## config.mk

```make
export PLATFORM = sky130hd
export DESIGN_NAME = top_four_weight_accumulator
export DESIGN_NICKNAME = d
export VERILOG_FILES = /design/src/sv/tfwa_pkg.sv /design/src/sv/top_four_weight_accumulator.sv
export SDC_FILE = /design/constraint.sdc
export NUM_CORES = 1
export LEC_CHECK = 0
export BUFFER_PORTS_ARGS = -buffer_cell sky130_fd_sc_hd__buf_2
export CAP_MARGIN = 15
export CELL_PAD_IN_SITES_DETAIL_PLACEMENT = 1
export CELL_PAD_IN_SITES_GLOBAL_PLACEMENT = 1
export CORE_MARGIN = 3
export CORE_UTILIZATION = 45
export CTS_CLUSTER_SIZE = 8
export DETAILED_ROUTE_END_ITERATION = 16
export PLACE_DENSITY_LB_ADDON = 0.1
export SLEW_MARGIN = 20
export SYNTH_ARGS = -nofsm -noshare
export SYNTH_HDL_FRONTEND = slang
export SYNTH_SLANG_ARGS = --single-unit
```

## constraint.sdc

```tcl
create_clock -name i_clk -period 14.3 [get_ports i_clk]
set_input_delay 4.29 -clock i_clk [delete_from_list [all_inputs] [get_ports i_clk]]
set_output_delay 4.29 -clock i_clk [all_outputs]
set_load 0.005 [all_outputs]
```

## src/sv/tfwa_pkg.sv

```systemverilog
// shared constants, widths and codes for the top-four weight accumulator
// no dependencies; imported by top_four_weight_accumulator and its testbench
`default_nettype none

package tfwa_pkg;

    // list geometry
    localparam int SLOT_COUNT = 4;
    localparam int SHOWN      = 4;
    localparam int IDX_W      = $clog2(SLOT_COUNT);

    // field widths
    localparam int ACT_W  = 2;
    localparam int BONE_W = 16;
    localparam int WGT_W  = 20;
    localparam int MINW_W = 16;
    localparam int FILL_W = 3;

    // normalize arithmetic: total of all slots, restoring divider
    localparam int FRAC_BITS = 16;
    localparam int TOT_W     = WGT_W + $clog2(SLOT_COUNT);
    localparam int REM_W     = TOT_W + 1;
    localparam int QUO_W     = FRAC_BITS + 1;
    localparam int STEP_W    = $clog2(QUO_W);

    // filled counter sized to hold both slot count and saturation value
    localparam int CNT_W    = (IDX_W + 1 > FILL_W) ? IDX_W + 1 : FILL_W;
    localparam int FILL_MAX = (1 << FILL_W) - 1;

    localparam logic [WGT_W-1:0]  WGT_MAX    = {WGT_W{1'b1}};
    localparam logic [MINW_W-1:0] MINW_RESET = MINW_W'(1);

    typedef logic [BONE_W-1:0] t_bone;
    typedef logic [WGT_W-1:0]  t_wgt;
    typedef logic [IDX_W-1:0]  t_idx;

    typedef enum logic [ACT_W-1:0] {
        ACT_ADD   = 2'd0,
        ACT_NORM  = 2'd1,
        ACT_CLEAR = 2'd2
    } t_action;

    typedef enum logic [2:0] {
        ST_IDLE,
        ST_SUM,
        ST_LOAD,
        ST_DIV,
        ST_DONE
    } t_state;

endpackage

`default_nettype wire

```

## src/sv/top_four_weight_accumulator.sv

```systemverilog
// top level of the top-four weight accumulator: sorted slot list, sequencer and
// shared serial divider for normalize; depends on tfwa_pkg
`default_nettype none

// Keeps SLOT_COUNT (bone, weight) slots sorted heaviest first and reports the
// first four after every input beat. For add, clear and the unused action code
// the slot list updates at the accept edge and the result register loads from
// the updated list once it is free. Normalize first sums the slots one per
// cycle, then runs one restoring divider that yields one quotient bit per cycle,
// after a load step for each slot; a normalize is skipped when slot 0 is below
// min_weight, and the divider is skipped when every slot is empty. A new input
// beat is taken while an earlier result still waits in the output register;
// min_weight writes are always taken.
module top_four_weight_accumulator (
    input  wire                          i_clk,
    input  wire                          i_rst_n,
    // configuration write
    input  wire                          i_cfg_valid,
    output logic                         o_cfg_ready,
    input  wire  [tfwa_pkg::MINW_W-1:0]  i_cfg_data,
    // input beats
    input  wire                          i_valid,
    output logic                         o_ready,
    input  wire  [tfwa_pkg::ACT_W-1:0]   i_action,
    input  wire  [tfwa_pkg::BONE_W-1:0]  i_bone,
    input  wire  [tfwa_pkg::WGT_W-1:0]   i_amount,
    // result beats
    output logic                         o_valid,
    input  wire                          i_ready,
    output logic [tfwa_pkg::BONE_W-1:0]  o_slot0_bone,
    output logic [tfwa_pkg::BONE_W-1:0]  o_slot1_bone,
    output logic [tfwa_pkg::BONE_W-1:0]  o_slot2_bone,
    output logic [tfwa_pkg::BONE_W-1:0]  o_slot3_bone,
    output logic [tfwa_pkg::WGT_W-1:0]   o_slot0_weight,
    output logic [tfwa_pkg::WGT_W-1:0]   o_slot1_weight,
    output logic [tfwa_pkg::WGT_W-1:0]   o_slot2_weight,
    output logic [tfwa_pkg::WGT_W-1:0]   o_slot3_weight,
    output logic [tfwa_pkg::FILL_W-1:0]  o_filled,
    output logic                         o_usable
);
    import tfwa_pkg::*;

    // state
    t_state              r_state, n_state;
    logic [MINW_W-1:0]   r_min;
    t_bone               r_bone [SLOT_COUNT];
    t_bone               n_bone [SLOT_COUNT];
    t_wgt                r_wgt  [SLOT_COUNT];
    t_wgt                n_wgt  [SLOT_COUNT];
    t_idx                r_idx, n_idx;
    logic [TOT_W-1:0]    r_total, n_total;
    logic [REM_W-1:0]    r_rem, n_rem;
    logic [QUO_W-2:0]    r_quo, n_quo;
    logic [STEP_W-1:0]   r_step, n_step;

    // result register
    logic                r_out_valid, n_out_valid;
    t_bone               r_out_bone [SHOWN];
    t_bone               n_out_bone [SHOWN];
    t_wgt                r_out_wgt  [SHOWN];
    t_wgt                n_out_wgt  [SHOWN];
    logic [FILL_W-1:0]   r_out_fill, n_out_fill;
    logic                r_out_use, n_out_use;

    // add path
    t_bone               add_bone [SLOT_COUNT];
    t_wgt                add_wgt  [SLOT_COUNT];

    logic                in_acc;
    t_wgt                rd_wgt;
    logic                div_ge;
    logic [REM_W-1:0]    div_rem;
    logic [QUO_W-1:0]    div_q;
    t_idx                last_idx;
    logic [CNT_W-1:0]    fill_cnt;

    assign o_cfg_ready = 1'b1;
    assign o_ready     = (r_state == ST_IDLE);
    assign in_acc      = i_valid && o_ready;
    assign rd_wgt      = r_wgt[r_idx];
    assign last_idx    = IDX_W'(SLOT_COUNT - 1);

    // shared divider step: one quotient bit per cycle
    assign div_ge  = (r_rem >= REM_W'(r_total));
    assign div_rem = div_ge ? (r_rem - REM_W'(r_total)) : r_rem;
    assign div_q   = {r_quo, div_ge};

    // add: bump an existing bone and bubble it up, or insert a new pair
    always_comb begin
        logic              amt_ok;
        logic              found;
        t_idx              m;
        t_wgt              m_wgt;
        logic [WGT_W:0]    sum_ext;
        t_wgt              sum_sat;
        logic              k_found;
        t_idx              k;
        logic              p_found;
        t_idx              p;
        logic              do_wr;
        t_idx              dst;
        t_idx              hi;
        t_wgt              new_wgt;

        amt_ok  = (i_amount != '0) && (i_amount >= WGT_W'(r_min));
        found   = 1'b0;
        m       = '0;
        m_wgt   = '0;
        for (int i = 0; i < SLOT_COUNT; i++) begin
            if (!found && r_wgt[i] != '0 && r_bone[i] == i_bone) begin
                found = 1'b1;
                m     = IDX_W'(i);
                m_wgt = r_wgt[i];
            end
        end
        sum_ext = {1'b0, m_wgt} + {1'b0, i_amount};
        sum_sat = sum_ext[WGT_W] ? WGT_MAX : sum_ext[WGT_W-1:0];

        // bubble target: first slot above the match that is strictly lighter
        k_found = 1'b0;
        k       = m;
        for (int i = 0; i < SLOT_COUNT; i++) begin
            if (!k_found && IDX_W'(i) < m && r_wgt[i] < sum_sat) begin
                k_found = 1'b1;
                k       = IDX_W'(i);
            end
        end

        // insert position: first empty slot or first strictly lighter slot
        p_found = 1'b0;
        p       = '0;
        for (int i = 0; i < SLOT_COUNT; i++) begin
            if (!p_found && (r_wgt[i] == '0 || i_amount > r_wgt[i])) begin
                p_found = 1'b1;
                p       = IDX_W'(i);
            end
        end

        do_wr   = amt_ok && (found || p_found);
        dst     = found ? k : p;
        hi      = found ? m : last_idx;
        new_wgt = found ? sum_sat : i_amount;

        for (int j = 0; j < SLOT_COUNT; j++) begin
            add_bone[j] = r_bone[j];
            add_wgt[j]  = r_wgt[j];
        end
        for (int j = 1; j < SLOT_COUNT; j++) begin
            if (do_wr && IDX_W'(j) > dst && IDX_W'(j) <= hi) begin
                add_bone[j] = r_bone[j-1];
                add_wgt[j]  = r_wgt[j-1];
            end
        end
        for (int j = 0; j < SLOT_COUNT; j++) begin
            if (do_wr && IDX_W'(j) == dst) begin
                add_bone[j] = i_bone;
                add_wgt[j]  = new_wgt;
            end
        end
    end

    // filled count from the current list
    always_comb begin
        fill_cnt = '0;
        for (int i = 0; i < SLOT_COUNT; i++) begin
            if (r_wgt[i] != '0) begin
                fill_cnt = CNT_W'(i + 1);
            end
        end
    end

    // sequencer: next state, slot updates and result load
    always_comb begin
        n_state     = r_state;
        n_idx       = r_idx;
        n_total     = r_total;
        n_rem       = r_rem;
        n_quo       = r_quo;
        n_step      = r_step;
        n_bone      = r_bone;
        n_wgt       = r_wgt;
        n_out_valid = r_out_valid;
        n_out_bone  = r_out_bone;
        n_out_wgt   = r_out_wgt;
        n_out_fill  = r_out_fill;
        n_out_use   = r_out_use;

        if (r_out_valid && i_ready) begin
            n_out_valid = 1'b0;
        end

        case (r_state)
            ST_IDLE: begin
                if (in_acc) begin
                    n_state = ST_DONE;
                    case (t_action'(i_action))
                        ACT_ADD: begin
                            n_bone = add_bone;
                            n_wgt  = add_wgt;
                        end
                        ACT_NORM: begin
                            if (r_wgt[0] >= WGT_W'(r_min)) begin
                                n_state = ST_SUM;
                                n_idx   = '0;
                                n_total = '0;
                            end
                        end
                        ACT_CLEAR: begin
                            for (int i = 0; i < SLOT_COUNT; i++) begin
                                n_bone[i] = '0;
                                n_wgt[i]  = '0;
                            end
                        end
                        default: begin
                            n_state = ST_DONE;
                        end
                    endcase
                end
            end
            // accumulate the exact total, one slot a cycle
            ST_SUM: begin
                n_total = r_total + TOT_W'(rd_wgt);
                if (r_idx == last_idx) begin
                    n_idx   = '0;
                    n_state = (n_total == '0) ? ST_DONE : ST_LOAD;
                end else begin
                    n_idx = r_idx + 1'b1;
                end
            end
            // dividend top bits are the weight itself
            ST_LOAD: begin
                n_rem   = REM_W'(rd_wgt);
                n_quo   = '0;
                n_step  = '0;
                n_state = ST_DIV;
            end
            ST_DIV: begin
                if (r_step == STEP_W'(QUO_W - 1)) begin
                    n_wgt[r_idx] = WGT_W'(div_q);
                    if (div_q == '0) begin
                        n_bone[r_idx] = '0;
                    end
                    if (r_idx == last_idx) begin
                        n_state = ST_DONE;
                    end else begin
                        n_idx   = r_idx + 1'b1;
                        n_state = ST_LOAD;
                    end
                end else begin
                    n_rem  = {div_rem[TOT_W-1:0], 1'b0};
                    n_quo  = div_q[QUO_W-2:0];
                    n_step = r_step + 1'b1;
                end
            end
            // publish the list once the result register is free
            ST_DONE: begin
                if (!r_out_valid || i_ready) begin
                    for (int s = 0; s < SHOWN; s++) begin
                        n_out_bone[s] = '0;
                        n_out_wgt[s]  = '0;
                        if (s < SLOT_COUNT) begin
                            n_out_wgt[s]  = r_wgt[s];
                            n_out_bone[s] = (r_wgt[s] != '0) ? r_bone[s] : '0;
                        end
                    end
                    n_out_fill  = (fill_cnt > CNT_W'(FILL_MAX)) ? FILL_W'(FILL_MAX)
                                                                : FILL_W'(fill_cnt);
                    n_out_use   = (r_wgt[0] >= WGT_W'(r_min));
                    n_out_valid = 1'b1;
                    n_state     = ST_IDLE;
                end
            end
            default: begin
                n_state = ST_IDLE;
            end
        endcase
    end

    // control and slot state
    always_ff @(posedge i_clk) begin
        if (!i_rst_n) begin
            r_state     <= ST_IDLE;
            r_out_valid <= 1'b0;
            r_min       <= MINW_RESET;
            r_idx       <= '0;
            r_step      <= '0;
            for (int i = 0; i < SLOT_COUNT; i++) begin
                r_bone[i] <= '0;
                r_wgt[i]  <= '0;
            end
        end else begin
            r_state     <= n_state;
            r_out_valid <= n_out_valid;
            r_idx       <= n_idx;
            r_step      <= n_step;
            r_bone      <= n_bone;
            r_wgt       <= n_wgt;
            if (i_cfg_valid && o_cfg_ready) begin
                r_min <= i_cfg_data;
            end
        end
    end

    // datapath registers
    always_ff @(posedge i_clk) begin
        r_total    <= n_total;
        r_rem      <= n_rem;
        r_quo      <= n_quo;
        r_out_bone <= n_out_bone;
        r_out_wgt  <= n_out_wgt;
        r_out_fill <= n_out_fill;
        r_out_use  <= n_out_use;
    end

    // result ports
    assign o_valid        = r_out_valid;
    assign o_slot0_bone   = r_out_bone[0];
    assign o_slot1_bone   = r_out_bone[1];
    assign o_slot2_bone   = r_out_bone[2];
    assign o_slot3_bone   = r_out_bone[3];
    assign o_slot0_weight = r_out_wgt[0];
    assign o_slot1_weight = r_out_wgt[1];
    assign o_slot2_weight = r_out_wgt[2];
    assign o_slot3_weight = r_out_wgt[3];
    assign o_filled       = r_out_fill;
    assign o_usable       = r_out_use;

endmodule

`default_nettype wire

```

# Word level (Yosys, flattened, before mapping)
# Cells that the tools add are included.
totals:
  regBits: 380
  latch_bits: 0
  ramBits: 0
  romBits: 0
  in_bits: 59
  out_inout_bits: 151
  mem_count: 0
op_classes:
  addsub: 5
  n_mul: 0
  n_div: 0
  order_cmp: 24
  n_eq_ne: 29
  shifts: 0
  n_mux: 94
  bitwise_logic: 3
  n_reduce_logical: 79
ops:
  columns: ["cell", "n"]
  rows:
  - ["$mux W20", 16]
  - ["$pmux W80 S2", 2]
  - ["$pmux W64 S2", 2]
  - ["$mux W64", 3]
  - ["$mux W80", 2]
  - ["$mux W16", 9]
  - ["$reduce_bool A20 Y1", 5]
  - ["$mux W22", 4]
  - ["$bwmux W80", 1]
  - ["$gt A20 B20 Y1", 4]
  - ["$logic_not A20 Y1", 4]
  - ["$lt A20 B20 Y1", 4]
  - ["$and A64 B64 Y64", 1]
  - ["$eq A16 B16 Y1", 4]
  - ["$not A64 Y64", 1]
  - ["$pmux W23 S2", 1]
  - ["$pmux W22 S2", 1]
  - ["$bmux W20 S2", 1]
  - ["$demux W20 S2", 1]
  - ["$ge A20 B16 Y1", 2]
  - ["$mux W3", 11]
  - ["$demux W16 S2", 1]
  - ["$logic_and A1 B1 Y1", 32]
  - ["$mux W2", 16]
  - ["other kinds (48)", 106]

# Depth between registers and ports, before layout
# Gate-level depths: netlist of the first run.
depth:
  word_depth: 41
  mapped_depth: 34
  mapped_depth_nobuf: 30

# Worst setup path after synthesis of the first run
# Ideal clock, no wire load.
synth_path:
  kind: "in2reg"
  start: "in i_bone[3] (netlist bit)"
  end: "reg r_wgt[45] (netlist bit)"
  arrival_ns: 11.187
  path_slack_ns: 2.991
  stages: 29
  path_buffers: 4
  cell_sequence: "clkbuf_1 -> xor2_1 -> nor4_1 -> nand2_1 -> nor3_1 -> clkbuf_1 -> mux2i_1 -> nor2_1 -> a221o_1 -> ha_1 -> and2_1 -> a221o_1 -> a21oi_1 -> o21ai_1 -> or2_2 -> clkbuf_1 -> a21oi_1 -> ha_1 -> nand4_1 -> or2_2 -> or4_1 -> nor3b_1 -> a31o_2 -> nor3b_1 -> o31a_2 -> o211ai_1 -> buf_4 -> mux2_2 -> o311a_1"
synth_between:
  elab_chain_len: 39
synth_lines:
  columns: ["item", "line_no", "rtl"]
  rows:
  - ["start: declaration", "top_four_weight_accumulator.sv:25", "input wire [tfwa_pkg::BONE_W-1:0] i_bone,"]
  - ["$eq A16 B16 Y1", "top_four_weight_accumulator.sv:110", "if (!found && r_wgt[i] != '0 && r_bone[i] == i_bone) begin"]
  - ["$logic_and A1 B1 Y1", "top_four_weight_accumulator.sv:110", null]
  - ["$mux W1", "top_four_weight_accumulator.sv:110", null]
  - ["$logic_not A1 Y1", "top_four_weight_accumulator.sv:110", null]
  - ["$logic_and A1 B1 Y1 (2 in a row)", "top_four_weight_accumulator.sv:110", null]
  - ["$mux W1", "top_four_weight_accumulator.sv:110", null]
  - ["$logic_not A1 Y1", "top_four_weight_accumulator.sv:110", null]
  - ["$logic_and A1 B1 Y1 (2 in a row)", "top_four_weight_accumulator.sv:110", null]
  - ["(+21 left out)", null, null]
  - ["$mux W2", "top_four_weight_accumulator.sv:123", "if (!k_found && IDX_W'(i) < m && r_wgt[i] < sum_sat) begin"]
  - ["$mux W2", "top_four_weight_accumulator.sv:140", "dst = found ? k : p;"]
  - ["$eq A1 B2 Y1", "top_four_weight_accumulator.sv:155", "if (do_wr && IDX_W'(j) == dst) begin"]
  - ["$logic_and A1 B1 Y1", "top_four_weight_accumulator.sv:155", null]
  - ["$mux W20", "top_four_weight_accumulator.sv:155", null]
  - ["$pmux W80 S2", "top_four_weight_accumulator.sv:196", "case (t_action'(i_action))"]
  - ["$mux W80", "top_four_weight_accumulator.sv:194", "if (in_acc) begin"]
  - ["$pmux W80 S2", "top_four_weight_accumulator.sv:192", "case (r_state)"]
  - ["end signal: assignment", "top_four_weight_accumulator.sv:297", "r_wgt <= n_wgt;"]
  - ["end: declaration", "top_four_weight_accumulator.sv:48", "t_wgt r_wgt [SLOT_COUNT];"]
# Parallel ways exist; a longest one is shown, timed or not. The select of a mux whose other input is x is not followed.
# A chain may end at the register's enable or synchronous reset.

# Worst setup path after layout of the first run
layout_path:
  start: "in i_bone[8] (netlist bit)"
  end: "reg r_wgt[23] (netlist bit)"
layout_between:
  elab_chain_len: 39
layout_lines:
  columns: ["item", "line_no"]
  rows:
  - ["$eq A16 B16 Y1", "top_four_weight_accumulator.sv:110"]
  - ["$logic_and A1 B1 Y1", "top_four_weight_accumulator.sv:110"]
  - ["$mux W1", "top_four_weight_accumulator.sv:110"]
  - ["$logic_not A1 Y1", "top_four_weight_accumulator.sv:110"]
  - ["$logic_and A1 B1 Y1 (2 in a row)", "top_four_weight_accumulator.sv:110"]
  - ["$mux W1", "top_four_weight_accumulator.sv:110"]
  - ["$logic_not A1 Y1", "top_four_weight_accumulator.sv:110"]
  - ["$logic_and A1 B1 Y1 (2 in a row)", "top_four_weight_accumulator.sv:110"]
  - ["(+21 left out)", null]
  - ["$mux W2", "top_four_weight_accumulator.sv:123"]
  - ["$mux W2", "top_four_weight_accumulator.sv:140"]
  - ["$eq A2 B2 Y1", "top_four_weight_accumulator.sv:155"]
  - ["$logic_and A1 B1 Y1", "top_four_weight_accumulator.sv:155"]
  - ["$mux W20", "top_four_weight_accumulator.sv:155"]
  - ["$pmux W80 S2", "top_four_weight_accumulator.sv:196"]
  - ["$mux W80", "top_four_weight_accumulator.sv:194"]
  - ["$pmux W80 S2", "top_four_weight_accumulator.sv:192"]
# Parallel ways exist; a longest one is shown, timed or not. The select of a mux whose other input is x is not followed.

==> results of run 1 <==
-- where the power goes --
part / leakage (nW) / total, mW / switching [mW] / internal (mW)
clock network: 0.762 / 1.24 / 0.525 / 0.716
registers: 3.32 / 1.33 / 0.0866 / 1.24
logic: 7.93 / 0.730 / 0.474 / 0.255
-- final cells by class --
type / count / area share
Multi-Input combinational cell: 1894 / 0.496
Sequential cell: 380 / 0.338
Clock buffer: 95 / 0.0528
Timing Repair Buffer: 268 / 0.0521
Tap cell: 748 / 0.0326
Inverter: 194 / 0.0254
Clock inverter: 5 / 0.00349
Antenna cell: 1 / 0.0000872
-- layout by cell type, fill, tap and decap left out, types with 20 or more instances in the layout --
master and count:
nor2_1 173, buf_4 59, o22ai_1 29, nand4_1 38
buf_2 208, clkbuf_16 54, a221oi_1 34, nor2b_1 58
inv_1 193, nand3_1 61, o21ai_0 136, xnor2_1 31
nand2_1 180, mux4_2 20, nand2b_1 21, xor2_1 80
ha_1 237, nor4_1 50, a211oi_1 44, a221o_1 20
mux2i_1 127, dfxtp_1 171, edfxtp_1 209, clkbuf_1 40
nor3_1 42, a21oi_1 126, a21o_1 43
-- worst min path at each step --
stage,end,slack [ns]
after floorplan,r_bone[0]$_SDFFE_PN0P_,0.46
after global placement,r_min[11]$_SDFFE_PN0P_,0.48
after detailed placement,r_min[11]$_SDFFE_PN0P_,0.48
after CTS,r_min[11]$_SDFFE_PN0P_,0.50
after global routing,r_bone[5]$_SDFFE_PN0P_,0.51
final,r_bone[5]$_SDFFE_PN0P_,0.49
-- metal layers --
layer	wire length, um	global-route usage
met2	48400	0.571
met4	5540	0.156
met5	13	0
met1	44700	0.477
met3	9110	0.0630
-- state kept, by name, summed over array words and instances, names as in the netlist --
register and cells:
r_wgt 80, r_idx 2, o_slot2_weight 20, o_slot0_bone 16
o_valid 1, o_slot1_bone 16, o_slot1_weight 20, r_bone 64
r_step 5, o_filled 3, r_total 22, r_min 16
r_quo 16, o_slot3_bone 16, o_slot2_bone 16, r_rem 23
r_state 3, o_slot3_weight 20, o_slot0_weight 20, o_usable 1
-- worst min-delay path, stage by stage (launching register included) --
cell     delay [ns]
dfxtp_1        0.33
nand2_1        0.06
o21ai_0        0.06
-- cell usage after synthesis (20+ instances only) --
cell        n  share of area
a211oi_1   47          0.014
a21o_1     43          0.013
a21oi_1   127          0.025
a221o_1    20         0.0079
a221oi_1   34          0.012
buf_2      26         0.0052
clkbuf_1   81          0.012
dfxtp_1   171           0.14
edfxtp_1  209           0.25
ha_1      237           0.12
inv_1     194          0.029
mux2i_1   127          0.050
mux4_2     20          0.018
nand2_1   180          0.027
nand2b_1   21         0.0052
nand3_1    61          0.012
nand4_1    38         0.0094
nor2_1    179          0.027
nor2b_1    58          0.014
nor3_1     47         0.0093
nor4_1     51          0.013
o21ai_0   138          0.027
o22ai_1    29         0.0072
xnor2_1    31          0.011
xor2_1     80          0.028
-- per-stage QoR --
step,worst slack (ns),hold WS (ns)
CTS,1.44,0.497
global placement,1.03,0.477
finish,1.33,0.492
detailed placement,0.774,0.484
floorplan,2.99,0.459
global route,0.784,0.510
-- logic make-up (layout without fill, tap and decap cells) --
family / Yosys count / after routing
other cells: 1 / 2
fa+ha+maj: 240 / 240
simple gates: 732 / 732
buf+inv: 333 / 562
compound gates: 656 / 656
flops: 380 / 380
mux: 154 / 154
xor+xnor: 111 / 111
==> run summary, run 1 <==
Status: complete, no violations
Fin crit period: 12.97 ns
Clk Latency, worst-skew pair: 0.63 ns
CTS tree: built
1st-iter DRT viols: 2,192
R2R Setup Slk: 4.06 ns
DRC: 0
Hold Path Depth: 2
Syn Area/Cell: 9.68 um2
Complex-gate fraction of the synthesized area: 0.184
Inst Count DP: 3,483
Power density over the cells: 115 nW/um2
Most frequent CP cell: a221oi_1
Mapped Cells: 2,607
Placed instance area: 27,100 um2
Die Height: 243 um
GPL Wtd Cong: 0.990
Main combinational cell family by area after synthesis: compound AO/OA/AOI/OAI gates
Max incr delay on CP: 0.82 ns
Initial antenna violation count: 4
Nets@finish: 3,091
CTS Buf Count: 54
RSZ-0062 raised after global routing: no
GRT Overall Usage: 0.357
Ys async rst share: 0
Mapped cell area: 25,200 um2
Worst hold start: r_bone[5]$_SDFFE_PN0P_
Final Skew: 0.0199 ns
Worst-path fanout max: 21
Die area: 58,900 um2
Cell row count: 86
WL/cell: 30.0 um
Lkg Pwr: 12.0 nW
Reg2reg start: r_wgt[42]$_SDFFE_PN0P_
Crit path DAT: 13.42 ns
EDFF count, synth: 209
Fillers: 6,323
Starting Density: 0.456
Worst slew pin tran: 1.13 ns
CP top delay family: compound AO/OA/AOI/OAI gates
Root buffer selected by CTS: clkbuf_16
Io pins: 210
Post-CTS Setup Inserts: 0
Worst Setup EP: r_wgt[23]$_SDFFE_PN0P_
CP Launch Type: input pin
Max Cap Violations: 0
Post-Synth XOR/XNOR Area: 0.0385
Crit path from: i_bone[8]
Area of the core: 55,300 um2
Yosys reg bits: 380
Chip width: 243 um
Total power: 3.30 mW
Setup Crit Path Kind: in -> reg
Num Clock Sinks: 380
Global-route wire length before repair: 159,000 um
Setup violators final: 0
Gr ovfl total: 0
Distinct cells, synth: 107
Synthesis Warnings: 0
CP Data Required Time: 14.75 ns
DR pass1 iterations: 6
Routed WL: 108,000 um
CP bufs+invs: 2
Syn nets: 2,906
Reg2reg path depth: 31
Cts repair resizes: 0
Vias per cell: 6.44
Multiplexer share of the synthesized area: 0.0714
WP depth: 28
Number of global-route vias before repair: 23,700
CP endpoint kind: flop
Slew Limit Fails: 0
Slowest stage cell, crit path: o21a_1
H-tree depth: 2
Final Cell Area: 28,700 um2
Largest net degree at the start of global routing: 68
TNS Setup: 0 ns
Max VDD drop: 91.3 uV
CTS Hold Bufs: 0
Routed via count: 23,100
Worst R2R End: r_wgt[23]$_SDFFE_PN0P_
Register area: 9700 um2
Synth Area in Adders: 0.120
Hold crit path type: reg -> reg
Final Core Density: 0.519
Port buffer count: 208
Max_slew headroom: 0.237
Share of layout cells above drive strength 1: 0.151
Final Hold Violating Endpoints: 0
Layout area overhead: 13.8%
Fraction of the mapped netlist area in simple logic gates: 0.145
Clock slew at reported path FFs: 0.05 ns
Peak Freq: 77.1 MHz
Antenna-violating nets left: 0
Hpwl dp: 79,600 um
Finished Layout Cells: 3,585
Multi-input logic area: 14,200 um2
Sequential area share after synthesis: 0.385
Longest Clk Path Bufs: 3
Final cycle utilization of the critical path: 0.907
Ys flop type: edfxtp_1
(Power assumes the default switching activity.)
==> inputs of run 2 (changes only) <==
Settings changed: CORE_ASPECT_RATIO set to 1.5, CORE_MARGIN 3 to not set.
==> run summary, run 2 (synthesis results as in run 1) <==
Number of flip-flops in the largest register: 80 (unchanged)
Peak Freq: 79.0 MHz (+2.4%)
Chip width: 195 um (-20%)
Initial antenna violation count: 3 (-1)
Power share of the clock group: 0.370 (-0.007)
Gate power share: 0.235 (+0.014)
Post-CTS Setup Inserts: 0 (unchanged)
Worst hold start: r_min[2]$_SDFFE_PN0P_
GRT Overall Usage: 0.410 (+0.0524)
Max_slew headroom: 0.133 (-0.105)
Fin Hold WS: 0.492 ns (-0.000593 ns)
Largest net degree at the start of global routing: 69 (+1.5%)
RSZ-0062 raised after global routing: no
Worst R2R End: r_bone[24]$_SDFFE_PN0P_
Setup Crit Path Kind: in -> reg
Hpwl dp: 88,400 um (+11%)
Clock slew at reported path FFs: 0.05 ns (about the same)
Longest Clk Path Bufs: 3 (unchanged)
Status: complete, no violations
TNS Setup: 0 ns (unchanged)
Cell row count: 105 (+22%)
Reg power frac: 0.396 (-0.006)
Slowest stage cell, crit path: o211a_1
Final cycle utilization of the critical path: 0.886 (-0.0213)
Worst-path fanout max: 21 (unchanged)
Most frequent cells in the layout: 237 x ha_1, 209 x edfxtp_1, 208 x buf_2
Crit path from: i_bone[4]
Vias per cell: 6.60 (+2.4%)
CP Data Required Time: 14.77 ns (+0.02 ns)
Io pins: 210 (unchanged)
R2R Setup Slk: 4.70 ns (+0.64 ns)
Final Hold Violating Endpoints: 0 (unchanged)
Max VDD drop: 104 uV (+14%)
Slew Limit Fails: 0 (unchanged)
Internal cell power: 2.20 mW (-0.35%)
DR pass1 iterations: 6 (unchanged)
Power density over the cells: 115 nW/um2 (-0.12%)
Worst slew pin tran: 1.29 ns (+0.158 ns)
Num Clock Sinks: 380 (unchanged)
Max incr delay on CP: 0.70 ns (-0.12 ns)
Routed via count: 23,500 (+1.8%)
CTS Buf Count: 53 (-1.9%)
Crit path DAT: 13.13 ns (-0.29 ns)
Fin crit period: 12.66 ns (-0.304 ns)
Multi-input logic area: 14,200 um2 (about the same)
DRC: 0 (unchanged)
Gr ovfl total: 0 (unchanged)
Reg2reg start: r_wgt[44]$_SDFFE_PN0P_
Hold crit path type: reg -> reg
Top flop regs: r_wgt: 80 flops, r_bone: 64 flops, r_rem: 23 flops
CTS Hold Bufs: 0 (unchanged)
GPL Wtd Cong: 1.07 (+7.7%)
Nets@finish: 3,126 (+1.1%)
Max Cap Violations: 0 (unchanged)
Worst Hold Endpoint: r_min[2]$_SDFFE_PN0P_
Number of global-route vias before repair: 24,600 (+4.0%)
1st-iter DRT viols: 1,787 (-18%)
Antenna-violating nets left: 0 (unchanged)
Routed WL: 117,000 um (+8.8%)
Die area: 57,000 um2 (-3.2%)
Register area: 9700 um2 (unchanged)
Reg2reg path depth: 32 (+3.2%)
Setup violators final: 0 (unchanged)
Cts repair resizes: 0 (unchanged)
Most flops, register: r_wgt
Most frequent CP cell: buf_4
WL/cell: 32.9 um (+9.5%)
Root buffer selected by CTS: clkbuf_16
Total power: 3.31 mW (+0.44%)
Inst Count DP: 3,467 (-0.46%)
Layout area overhead: 14.4%
Commonest non-fill, non-tap cell in the layout: ha_1
Switch share: 0.335 (+0.00525)
CP Launch Type: input pin
Clk Latency, worst-skew pair: 0.65 ns (+0.02 ns)
Starting Density: 0.458 (+0.00217)
Switch Pwr: 1.11 mW (+2.0%)
Antenna cells: 0 (-1)
Hold Path Depth: 2 (unchanged)
Global-route wire length before repair: 168,000 um (+6.0%)
Lkg Pwr: 12.2 nW (+1.3%)
Share of layout cells above drive strength 1: 0.159 (+0.00837)
Final Skew: 0.0379 ns (+0.0180 ns)
Fillers: 6,237 (-1.4%)
Die Height: 292 um (+20%)
Port buffer count: 208 (unchanged)
CTS tree: built
Finished Layout Cells: 3,564 (-0.59%)
CP endpoint kind: flop
H-tree depth: 2 (unchanged)
Area of the core: 55,000 um2 (-0.47%)
[run 2: layout make-up]
type                            count  share of cell area
Tap cell                          695              0.0301
Multi-Input combinational cell   1894               0.493
Inverter                          194              0.0252
Clock buffer                       94              0.0513
Clock inverter                      3             0.00278
Sequential cell                   380               0.336
Timing Repair Buffer              304              0.0615
[run 2: worst max-delay path by stage]
stage	end	slack, ns	cells past startpoint
finish	r_bone[24]$_SDFFE_PN0P_	1.64	29
global route	r_bone[24]$_SDFFE_PN0P_	1.27	30
CTS	r_bone[24]$_SDFFE_PN0P_	1.75	29
detailed placement	r_bone[24]$_SDFFE_PN0P_	1.15	29
global placement	r_bone[17]$_SDFFE_PN0P_	1.20	29
floorplan	r_wgt[45]$_SDFFE_PN0P_	2.99	29
[run 2: metal layers]
layer  GRT usage  up-vias  wire (um)
met2       0.694     1168      56200
met5           0        -         13
met3      0.0673      489       7310
met1       0.425    11700      40100
li1            -    10200          -
met4       0.406        2      13700
[run 2: metrics by stage]
step,instance area (um2),worst slack (ns),utilization
2_1_floorplan,25200,2.99,-
3_3_place_gp,27300,1.20,0.496
3_5_place_dp,27300,1.15,0.496
4_1_cts,28800,1.75,0.524
5_1_grt,28900,1.27,0.524
6_report,28900,1.64,0.524
[run 2: power by group through the flow]
stage          sequential [mW]  combinational [mW]  clock (mW)
2_1_floorplan             1.32               0.433           0
3_3_place_gp              1.33               0.733           0
3_5_place_dp              1.33               0.756           0
4_1_cts                   1.31               0.761        1.24
5_1_grt                   1.31               0.824        1.27
6_report                  1.31               0.777        1.22
[run 2: critical path: cells and delay by family]
kind                     cells  cell delay (ns)
AO/OA/AOI/OAI               14             4.74
buffers and inverters        4             1.02
AND/OR/NAND/NOR              8             2.15
adder cells (fa/ha/maj)      2             0.70
XOR/XNOR                     1             0.18
